File: config.mk
export PLATFORM = sky130hd
export DESIGN_NAME = rgb_led_chain_pwm_encoder
export DESIGN_NICKNAME = d
export VERILOG_FILES = /design/src/hw/rtl/rlce_pkg.sv /design/src/hw/rtl/rlce_color_store.sv /design/src/hw/rtl/rlce_scaler.sv /design/src/hw/rtl/rlce_slot_gen.sv /design/src/hw/rtl/rgb_led_chain_pwm_encoder.sv
export VERILOG_INCLUDE_DIRS = /design/src /design/src/hw/rtl
export SDC_FILE = /design/constraint.sdc
export NUM_CORES = 1
export LEC_CHECK = 0
export BUFFER_PORTS_ARGS = -buffer_cell sky130_fd_sc_hd__clkbuf_2
export CORE_UTILIZATION = 48
export CTS_BUF_LIST = sky130_fd_sc_hd__clkbuf_8
export CTS_CLUSTER_DIAMETER = 200
export DETAILED_ROUTE_END_ITERATION = 12
export PLACE_DENSITY = 0.71
export REMOVE_ABC_BUFFERS = 1
export SLEW_MARGIN = 20
export SYNTH_ARGS = -nofsm -noshare
export SYNTH_HDL_FRONTEND = slang
export SYNTH_HIERARCHICAL = 1
export SYNTH_SLANG_ARGS = --single-unit
export TNS_END_PERCENT = 100
File: constraint.sdc
create_clock -name i_clk -period 8 [get_ports i_clk]
set_input_delay 1.6 -clock i_clk [delete_from_list [all_inputs] [get_ports i_clk]]
set_output_delay 1.6 -clock i_clk [all_outputs]
set_load 0.005 [all_outputs]
File: src/hw/rtl/rgb_led_chain_pwm_encoder_defines.svh
// Assertion macros shared by the LED chain PWM encoder RTL.
`ifndef RGB_LED_CHAIN_PWM_ENCODER_DEFINES_SVH
`define RGB_LED_CHAIN_PWM_ENCODER_DEFINES_SVH

// Same-cycle implication, sampled on i_clk, off while i_rst_n is low.
`define RLCE_ASSERT_IMP(lbl, ante, cons, msg) \
    lbl: assert property (@(posedge i_clk) disable iff (!i_rst_n) \
        (ante) |-> (cons)) else $error(msg);

// Next-cycle implication, sampled on i_clk, off while i_rst_n is low.
`define RLCE_ASSERT_NXT(lbl, ante, cons, msg) \
    lbl: assert property (@(posedge i_clk) disable iff (!i_rst_n) \
        (ante) |=> (cons)) else $error(msg);

`endif

File: src/hw/rtl/rlce_pkg.sv
// Types, constants and the brightness table of the LED chain PWM encoder.
package rlce_pkg;

    localparam int LED_IDX_W   = 3;
    localparam int CH_W        = 8;
    localparam int COLOR_W     = 3 * CH_W;
    localparam int BIT_CNT_W   = 5;
    localparam int RST_CNT_W   = 6;
    localparam int BRIGHT_W    = 6;
    localparam int TAN_W       = 17;
    localparam int CFG_IDX_W   = 2;
    localparam int CFG_DATA_W  = 8;
    localparam int MAX_IDX_SLOTS = 2 ** LED_IDX_W;

    localparam logic [BIT_CNT_W-1:0] LAST_BIT  = BIT_CNT_W'(COLOR_W - 1);
    localparam logic [BRIGHT_W-1:0]  MAX_ANGLE = BRIGHT_W'(45);

    // Request codes
    localparam logic [1:0] REQ_WRITE = 2'd0;
    localparam logic [1:0] REQ_START = 2'd1;
    localparam logic [1:0] REQ_TICK  = 2'd2;

    // Configuration register indexes
    localparam logic [CFG_IDX_W-1:0] CFG_SCALE_EN  = 2'd0;
    localparam logic [CFG_IDX_W-1:0] CFG_BRIGHT    = 2'd1;
    localparam logic [CFG_IDX_W-1:0] CFG_ONE_DUTY  = 2'd2;
    localparam logic [CFG_IDX_W-1:0] CFG_ZERO_DUTY = 2'd3;

    typedef struct packed {
        logic                scale_enable;
        logic [BRIGHT_W-1:0] brightness;
        logic [CH_W-1:0]     one_duty;
        logic [CH_W-1:0]     zero_duty;
    } t_cfg;

    typedef struct packed {
        logic start;
        logic tick;
        logic hold;
    } t_slot_ctrl;

    typedef struct packed {
        logic sending;
        logic out_valid;
    } t_slot_status;

    // floor(tan(b degrees) * 2^16); angles above 45 read as 45
    function automatic logic [TAN_W-1:0] tan_q16(input logic [BRIGHT_W-1:0] b);
        logic [TAN_W-1:0] t;
        case (b)
            6'd0:  t = 17'd0;     6'd1:  t = 17'd1143;  6'd2:  t = 17'd2288;
            6'd3:  t = 17'd3434;  6'd4:  t = 17'd4582;  6'd5:  t = 17'd5733;
            6'd6:  t = 17'd6888;  6'd7:  t = 17'd8046;  6'd8:  t = 17'd9210;
            6'd9:  t = 17'd10379; 6'd10: t = 17'd11555; 6'd11: t = 17'd12738;
            6'd12: t = 17'd13930; 6'd13: t = 17'd15130; 6'd14: t = 17'd16339;
            6'd15: t = 17'd17560; 6'd16: t = 17'd18792; 6'd17: t = 17'd20036;
            6'd18: t = 17'd21293; 6'd19: t = 17'd22565; 6'd20: t = 17'd23853;
            6'd21: t = 17'd25156; 6'd22: t = 17'd26478; 6'd23: t = 17'd27818;
            6'd24: t = 17'd29178; 6'd25: t = 17'd30559; 6'd26: t = 17'd31964;
            6'd27: t = 17'd33392; 6'd28: t = 17'd34846; 6'd29: t = 17'd36327;
            6'd30: t = 17'd37837; 6'd31: t = 17'd39378; 6'd32: t = 17'd40951;
            6'd33: t = 17'd42559; 6'd34: t = 17'd44204; 6'd35: t = 17'd45888;
            6'd36: t = 17'd47614; 6'd37: t = 17'd49384; 6'd38: t = 17'd51202;
            6'd39: t = 17'd53070; 6'd40: t = 17'd54991; 6'd41: t = 17'd56969;
            6'd42: t = 17'd59008; 6'd43: t = 17'd61113; 6'd44: t = 17'd63287;
            default: t = 17'd65536;
        endcase
        return t;
    endfunction

endpackage

File: src/hw/rtl/rlce_color_store.sv
// Per-LED color registers: one write port, one read port, cleared by reset.
module rlce_color_store
    import rlce_pkg::*;
#(
    parameter int NUM_LEDS = 8
) (
    input  logic                                 i_clk,
    input  logic                                 i_rst_n,
    input  logic                                 i_wr_en,
    input  logic [LED_IDX_W-1:0]                 i_wr_idx,
    input  logic [COLOR_W-1:0]                   i_wr_color,
    input  logic [$clog2(NUM_LEDS+1)-1:0]        i_rd_idx,
    output logic [COLOR_W-1:0]                   o_rd_color
);

    localparam int LED_CNT_W   = $clog2(NUM_LEDS + 1);
    // Only indexes the write field can reach ever hold a color
    localparam int STORE_DEPTH = (NUM_LEDS < MAX_IDX_SLOTS) ? NUM_LEDS : MAX_IDX_SLOTS;
    localparam int STORE_IDX_W = (STORE_DEPTH > 1) ? $clog2(STORE_DEPTH) : 1;

    logic [COLOR_W-1:0] r_mem [STORE_DEPTH];
    logic               wr_hit;
    logic               rd_hit;

    assign wr_hit = i_wr_en && ({1'b0, i_wr_idx} < (LED_IDX_W+1)'(STORE_DEPTH));
    assign rd_hit = i_rd_idx < LED_CNT_W'(STORE_DEPTH);

    always_ff @(posedge i_clk) begin
        if (!i_rst_n) begin
            for (int k = 0; k < STORE_DEPTH; k++) begin
                r_mem[k] <= '0;
            end
        end else if (wr_hit) begin
            r_mem[i_wr_idx[STORE_IDX_W-1:0]] <= i_wr_color;
        end
    end

    assign o_rd_color = rd_hit ? r_mem[i_rd_idx[STORE_IDX_W-1:0]] : '0;

endmodule

File: src/hw/rtl/rlce_scaler.sv
// Brightness scaling of one packed GRB color by the tangent table.
module rlce_scaler
    import rlce_pkg::*;
(
    input  t_cfg               i_cfg,
    input  logic [COLOR_W-1:0] i_color,
    output logic [COLOR_W-1:0] o_color
);

    logic [TAN_W-1:0]      tan_val;
    logic [CH_W+TAN_W-1:0] prod [3];
    logic [COLOR_W-1:0]    scaled;

    assign tan_val = tan_q16(i_cfg.brightness);

    always_comb begin
        for (int c = 0; c < 3; c++) begin
            prod[c] = {{TAN_W{1'b0}}, i_color[c*CH_W +: CH_W]} * {{CH_W{1'b0}}, tan_val};
            // truncate: keep bits 23..16, the product never exceeds 255 << 16
            scaled[c*CH_W +: CH_W] = prod[c][16 +: CH_W];
        end
    end

    assign o_color = i_cfg.scale_enable ? scaled : i_color;

endmodule

File: src/hw/rtl/rlce_slot_gen.sv
// Frame sequencer: LED, bit and reset-slot counters, bit shifter, result register.
module rlce_slot_gen
    import rlce_pkg::*;
#(
    parameter int NUM_LEDS    = 8,
    parameter int RESET_SLOTS = 50
) (
    input  logic                              i_clk,
    input  logic                              i_rst_n,
    input  t_slot_ctrl                        i_ctrl,
    input  t_cfg                              i_cfg,
    input  logic [COLOR_W-1:0]                i_led_color,
    output logic [$clog2(NUM_LEDS+1)-1:0]     o_led_idx,
    output t_slot_status                      o_status,
    output logic [CH_W-1:0]                   o_duty,
    output logic                              o_data_slot,
    output logic                              o_last
);

    localparam int LED_CNT_W = $clog2(NUM_LEDS + 1);
    localparam logic [LED_CNT_W-1:0] LED_END  = LED_CNT_W'(NUM_LEDS);
    localparam logic [RST_CNT_W-1:0] RST_LAST = RST_CNT_W'(RESET_SLOTS - 1);

    logic                  r_sending,  n_sending;
    logic [LED_CNT_W-1:0]  r_led_cnt,  n_led_cnt;
    logic [BIT_CNT_W-1:0]  r_bit_cnt,  n_bit_cnt;
    logic [RST_CNT_W-1:0]  r_rst_cnt,  n_rst_cnt;
    logic [COLOR_W-1:0]    r_shift,    n_shift;
    logic                  r_out_valid, n_out_valid;
    logic [CH_W-1:0]       r_duty,     n_duty;
    logic                  r_data_slot, n_data_slot;
    logic                  r_last,     n_last;

    logic [COLOR_W-1:0]    load_color;
    logic [COLOR_W-1:0]    word;

    rlce_scaler u_scaler (
        .i_cfg   (i_cfg),
        .i_color (i_led_color),
        .o_color (load_color)
    );

    assign word = (r_bit_cnt == '0) ? load_color : r_shift;

    always_comb begin
        n_sending   = r_sending;
        n_led_cnt   = r_led_cnt;
        n_bit_cnt   = r_bit_cnt;
        n_rst_cnt   = r_rst_cnt;
        n_shift     = r_shift;
        n_out_valid = 1'b0;
        n_duty      = r_duty;
        n_data_slot = r_data_slot;
        n_last      = r_last;
        if (i_ctrl.start && !r_sending) begin
            n_sending = 1'b1;
            n_led_cnt = '0;
            n_bit_cnt = '0;
            n_rst_cnt = '0;
            n_shift   = '0;
        end else if (i_ctrl.tick && r_sending) begin
            n_out_valid = 1'b1;
            if (r_led_cnt < LED_END) begin
                n_shift     = {word[COLOR_W-2:0], 1'b0};
                n_duty      = word[COLOR_W-1] ? i_cfg.one_duty : i_cfg.zero_duty;
                n_data_slot = 1'b1;
                n_last      = 1'b0;
                if (r_bit_cnt == LAST_BIT) begin
                    n_bit_cnt = '0;
                    n_led_cnt = r_led_cnt + 1'b1;
                end else begin
                    n_bit_cnt = r_bit_cnt + 1'b1;
                end
            end else begin
                n_duty      = '0;
                n_data_slot = 1'b0;
                if (r_rst_cnt == RST_LAST) begin
                    n_last    = 1'b1;
                    n_sending = 1'b0;
                    n_led_cnt = '0;
                    n_bit_cnt = '0;
                    n_rst_cnt = '0;
                end else begin
                    n_last    = 1'b0;
                    n_rst_cnt = r_rst_cnt + 1'b1;
                end
            end
        end else if (i_ctrl.hold) begin
            // result stalled at the output: hold it
            n_out_valid = r_out_valid;
        end
    end

    always_ff @(posedge i_clk) begin
        if (!i_rst_n) begin
            r_sending   <= 1'b0;
            r_led_cnt   <= '0;
            r_bit_cnt   <= '0;
            r_rst_cnt   <= '0;
            r_shift     <= '0;
            r_out_valid <= 1'b0;
        end else begin
            r_sending   <= n_sending;
            r_led_cnt   <= n_led_cnt;
            r_bit_cnt   <= n_bit_cnt;
            r_rst_cnt   <= n_rst_cnt;
            r_shift     <= n_shift;
            r_out_valid <= n_out_valid;
        end
    end

    always_ff @(posedge i_clk) begin
        r_duty      <= n_duty;
        r_data_slot <= n_data_slot;
        r_last      <= n_last;
    end

    assign o_led_idx          = r_led_cnt;
    assign o_status.sending   = r_sending;
    assign o_status.out_valid = r_out_valid;
    assign o_duty             = r_duty;
    assign o_data_slot        = r_data_slot;
    assign o_last             = r_last;

endmodule

File: src/hw/rtl/rgb_led_chain_pwm_encoder.sv
// Addressable RGB LED chain PWM encoder top level: input register, config, store, sequencer.
//
// Holds one GRB color per LED and, once a frame is started, turns each tick
// beat into one PWM duty slot: 24 data slots per LED, green then red then
// blue, MSB first (one_duty for a one, zero_duty for a zero), followed by
// RESET_SLOTS reset slots of duty zero, the final one flagged by o_last.
// With scale_enable set, each channel is multiplied by floor(tan(b deg)*2^16)
// and truncated to 8 bits as the LED's first bit goes out; brightness above
// 45 acts as 45. Color writes and start requests give no result beat; a
// start while a frame runs, a tick while idle, request code 3 and color
// writes to an index at or beyond NUM_LEDS are dropped. Throughput is one
// input beat per cycle while o_stall is low. A tick passes the input
// register, then the result register fed by the color store read, one
// 8x17 multiply per channel and the slot counters, which drives o_valid;
// both registers stall together when the result register is full and
// o_valid is stalled.
// The color store is cleared by reset and needs no sweep. Write config
// only while no frame is running and no beat is in flight.
module rgb_led_chain_pwm_encoder
    import rlce_pkg::*;
#(
    parameter int NUM_LEDS    = 8,
    parameter int RESET_SLOTS = 50
) (
    input  logic                  i_clk,
    input  logic                  i_rst_n,
    // configuration write port
    input  logic                  i_cfg_wr_en,
    input  logic [CFG_IDX_W-1:0]  i_cfg_idx,
    input  logic [CFG_DATA_W-1:0] i_cfg_wr_data,
    // request channel
    input  logic                  i_valid,
    output logic                  o_stall,
    input  logic [1:0]            i_req_type,
    input  logic [LED_IDX_W-1:0]  i_led_index,
    input  logic [CH_W-1:0]       i_red,
    input  logic [CH_W-1:0]       i_green,
    input  logic [CH_W-1:0]       i_blue,
    // slot channel
    output logic                  o_valid,
    input  logic                  i_stall,
    output logic [CH_W-1:0]       o_duty,
    output logic                  o_data_slot,
    output logic                  o_last
);

`include "rgb_led_chain_pwm_encoder_defines.svh"

    localparam int LED_CNT_W = $clog2(NUM_LEDS + 1);

    t_cfg                  r_cfg;
    logic                  r_in_valid;
    logic [1:0]            r_req;
    logic [LED_IDX_W-1:0]  r_idx;
    logic [COLOR_W-1:0]    r_color;

    logic                  in_accept;
    logic                  advance;
    logic                  consume;
    t_slot_ctrl            slot_ctrl;
    t_slot_status          slot_status;
    logic [LED_CNT_W-1:0]  rd_idx;
    logic [COLOR_W-1:0]    rd_color;
    logic                  store_wr;

    // Config registers: plain writes, no read-back
    always_ff @(posedge i_clk) begin
        if (!i_rst_n) begin
            r_cfg.scale_enable <= 1'b1;
            r_cfg.brightness   <= MAX_ANGLE;
            r_cfg.one_duty     <= CH_W'(26);
            r_cfg.zero_duty    <= CH_W'(13);
        end else if (i_cfg_wr_en) begin
            case (i_cfg_idx)
                CFG_SCALE_EN:  r_cfg.scale_enable <= i_cfg_wr_data[0];
                CFG_BRIGHT:    r_cfg.brightness   <= i_cfg_wr_data[BRIGHT_W-1:0];
                CFG_ONE_DUTY:  r_cfg.one_duty     <= i_cfg_wr_data;
                CFG_ZERO_DUTY: r_cfg.zero_duty    <= i_cfg_wr_data;
                default: begin
                end
            endcase
        end
    end

    // The input register drains whenever the result register can take a beat
    assign advance   = !slot_status.out_valid || !i_stall;
    assign consume   = r_in_valid && advance;
    assign o_stall   = r_in_valid && !advance;
    assign in_accept = i_valid && !o_stall;

    always_ff @(posedge i_clk) begin
        if (!i_rst_n) begin
            r_in_valid <= 1'b0;
        end else if (in_accept) begin
            r_in_valid <= 1'b1;
        end else if (consume) begin
            r_in_valid <= 1'b0;
        end
    end

    // Payload: GRB packing as stored
    always_ff @(posedge i_clk) begin
        if (in_accept) begin
            r_req   <= i_req_type;
            r_idx   <= i_led_index;
            r_color <= {i_green, i_red, i_blue};
        end
    end

    assign store_wr        = consume && (r_req == REQ_WRITE);
    assign slot_ctrl.start = consume && (r_req == REQ_START);
    assign slot_ctrl.tick  = consume && (r_req == REQ_TICK);
    // Keep the result beat only while the receiver stalls it
    assign slot_ctrl.hold  = slot_status.out_valid && i_stall;

    rlce_color_store #(
        .NUM_LEDS (NUM_LEDS)
    ) u_store (
        .i_clk      (i_clk),
        .i_rst_n    (i_rst_n),
        .i_wr_en    (store_wr),
        .i_wr_idx   (r_idx),
        .i_wr_color (r_color),
        .i_rd_idx   (rd_idx),
        .o_rd_color (rd_color)
    );

    rlce_slot_gen #(
        .NUM_LEDS    (NUM_LEDS),
        .RESET_SLOTS (RESET_SLOTS)
    ) u_slot_gen (
        .i_clk       (i_clk),
        .i_rst_n     (i_rst_n),
        .i_ctrl      (slot_ctrl),
        .i_cfg       (r_cfg),
        .i_led_color (rd_color),
        .o_led_idx   (rd_idx),
        .o_status    (slot_status),
        .o_duty      (o_duty),
        .o_data_slot (o_data_slot),
        .o_last      (o_last)
    );

    assign o_valid = slot_status.out_valid;

    // A reset slot carries duty zero, and the final one ends the frame
    `RLCE_ASSERT_IMP(a_last_is_reset_slot, o_valid && o_last, !o_data_slot && (o_duty == '0), "last slot is not a zero-duty reset slot")
    // A stalled result holds the input register
    `RLCE_ASSERT_IMP(a_hold_on_stall, o_valid && i_stall && r_in_valid, o_stall, "input register drained into a stalled result")
    // Marking the final slot drops the frame
    `RLCE_ASSERT_IMP(a_last_ends_frame, o_valid && o_last, !slot_status.sending, "frame still running after last slot")
    // A result only follows a tick taken while a frame runs
    `RLCE_ASSERT_NXT(a_result_from_tick, !slot_ctrl.tick && !o_valid, !o_valid, "result beat without a tick")

endmodule
==> results.tsv <==
stage	metric	value	unit
outcome	outcome	completed	
layout	commonest non-fill, non-tap cell in the layout	and2_1	
timing	Clock Skew	0.0276	ns
setup_path	Crit. Startpoint	r_cfg[17]$_SDFFE_PN0P_	
route	DR vias/cell	5.56	
setup_path	cell mode on critical path	fa_1	
grt	first-pass GRT wire length	101000	um
place	dpl hpwl	43300	um
power_and_ir_drop	Switching Power	1130	uW
setup_path	CP arrival	7.75	ns
grt	GRT Total Usage	0.227	
setup_path	reg2reg path depth	26	
clock_network	root buffer cell	clkbuf_8	
timing	Max Freq	0.134	GHz
power_and_ir_drop	Final Power	3800	uW
power_and_ir_drop	sw frac	0.297	
grt	initial antenna violation count	0	
floorplanning	core area	53900	um2
power_and_ir_drop	Worst VDD drop	0.000146	V
place	PortBufs	55	
timing	period utilization	0.930	
setup_path	Worst path slowest cell	o311ai_0	
floorplanning	Die W	236	um
floorplanning	I/O pins	56	
timing	pin slew with the least headroom to its limit	1.15	ns
worst_hold_path	HP Class	flip-flop to flip-flop	
route	DR WL/cell	18.8	um
worst_hold_path	hold path startpoint	r_cfg[15]$_SDFFE_PN0P_	
flow_run	MaxCap Viol Count	0	
timing	Slew Limit Fails	0	
setup_path	slowest stage delay, CP	0.54	ns
layout	layout cells sized above 1	0.123	
timing	TNS Setup	0	ns
grt	largest net degree at the start of global routing	52	
setup_path	reg-to-reg endpoint	u_slot_gen/o_duty[7]$_SDFFCE_PP0P_	
route	first-iteration detailed-routing DRC count	996	
yosys	Post-Syn Instances	2475	
clock_network	CTS tree	done	
floorplanning	Die Y	236	um
yosys	Synth warnings	6	
yosys	Synth Cell Area	26200	um2
setup_path	CP Capture Type	flip-flop	
power_and_ir_drop	Int Power	2670	uW
power_and_ir_drop	Comb pwr share	0.224	
route	number of routed nets with antenna violations	0	
floorplanning	Starting Density	0.486	
clock_network	Reg clk slew, reported paths	0.06	ns
setup_path	CP Launch Type	flip-flop	
power_and_ir_drop	LEAKAGE	0.0129	uW
route	Residual DRC	0	
clock_network	Max Root-Sink Buffers	3	
setup_path	Critical path buffers and inverters	5	
clock_network	total CTS buffers	45	
setup_path	Reg2Reg Setup Slack	0.56	ns
setup_path	CP max FO	17	
clock_network	H-tree levels	2	
timing	unrepaired setup endpoints after global routing	false	
worst_hold_path	Hold Crit Depth	2	
setup_path	Worst Path Required	8.31	ns
route	DR pass1 iterations	7	
timing	final hold vios	0	
timing	Final min period	7.44	ns
clock_network	CTS Sinks	295	
worst_hold_path	WHS Endpoint	r_cfg[15]$_SDFFE_PN0P_	
power_and_ir_drop	Clk pwr share	0.321	
route	Vias	18119	
layout	most frequent cells in the layout	and2_1, inv_1, fa_1	
route	drt total wl	61300	um
setup_path	Critical R2R Launch	r_cfg[17]$_SDFFE_PN0P_	
layout	P&R area growth vs syn	8.22	%
layout	nets	2968	
timing	final setup fails	0	
grt	number of global-route vias before repair	19468	
place	Placer Congestion	0.884	
power_and_ir_drop	power per cell area	134	nW/um2
setup_path	CP top delay family	adder cells	
power_and_ir_drop	Seq pwr share	0.455	
timing	Max-slew headroom	0.230	
floorplanning	die area	55600	um2
setup_path	critical path type	flip-flop to flip-flop	
yosys	mean post-synth cell area	10.6	um2
grt	Overflow after GRT	0	
layout	post-route core utilization	0.526	
floorplanning	FP Rows	85	
clock_network	Clk Latency, worst-skew pair	0.58	ns
[through the flow]
step / instances / instance area (um2) / hold WS [ns] / setup slack [ns]
CTS: 3254 / 28300 / 0.466 / 0.538
global placement: 3175 / 27500 / 0.445 / 0.618
global route: 3255 / 28400 / 0.480 / 0.0721
floorplan: 2333 / 25500 / 0.434 / 0.00544
detailed placement: 3175 / 27500 / 0.457 / 0.553
finish: 3256 / 28400 / 0.462 / 0.561
[how the worst max path moves through the flow]
stage                                                     to  cells after the start
final                     u_slot_gen/o_duty[7]$_SDFFCE_PP0P_                     26
after global routing      u_slot_gen/o_duty[5]$_SDFFCE_PP0P_                     26
after CTS                 u_slot_gen/o_duty[7]$_SDFFCE_PP0P_                     24
after detailed placement  u_slot_gen/o_duty[7]$_SDFFCE_PP0P_                     24
after global placement    u_slot_gen/o_duty[5]$_SDFFCE_PP0P_                     24
after floorplan           u_slot_gen/o_duty[0]$_SDFFCE_PP0P_                     23
[registers in the layout, indices dropped and copies added, names as in the netlist]
| name | flops |
|---|---|
| u_slot_gen/o_duty | 8 |
| u_slot_gen/o_last | 1 |
| u_store/r_mem | 192 |
| u_slot_gen/r_out_valid | 1 |
| r_idx | 3 |
| r_color | 24 |
| u_slot_gen/o_led_idx | 4 |
| u_slot_gen/r_sending | 1 |
| r_in_valid | 1 |
| r_req | 2 |
| u_slot_gen/r_shift | 23 |
| u_slot_gen/r_rst_cnt | 6 |
| u_slot_gen/o_data_slot | 1 |
| u_slot_gen/r_bit_cnt | 5 |
| r_cfg | 23 |
[power groups by stage]
stage | combinational [uW] | sequential [uW] | clock (uW)
4_1_cts | 851 | 1730 | 1250
5_1_grt | 963 | 1730 | 1310
6_report | 850 | 1730 | 1220
3_3_place_gp | 825 | 1760 | 0
2_1_floorplan | 579 | 1750 | 0
3_5_place_dp | 844 | 1760 | 0
[timing repair]
item / 4_1_cts / 5_1_grt
resized for setup: 0 / 1
hold buffers: 0 / 0
setup buffers: 0 / 0
endpoints found under the setup margin: 0 / 1
[area by class of cell]
type / instances / area (um2)
clock inverter: 29 / 185
clock buffer: 50 / 688
inverter: 312 / 1170
tap: 696 / 871
antenna: 1 / 2.50
sequential: 295 / 8230
multi-input combinational: 1726 / 16200
fill: 4675 / 25500
timing repair buffer: 147 / 991
[routing by layer]
metal | up-vias | track usage | part of all wire
met4 | 0 | 0.0810 | 0.028
met2 | 528 | 0.399 | 0.50
met5 | - | 0 | 0
met1 | 9147 | 0.289 | 0.42
li1 | 8321 | - | -
met3 | 123 | 0.0259 | 0.049
[tightest hold or removal path: stages, from the launching register on]
cell and delay (ns):
dfxtp_1 0.31, nand2_1 0.05, mux2i_1 0.05
Power figures use the tool's default switching activity.
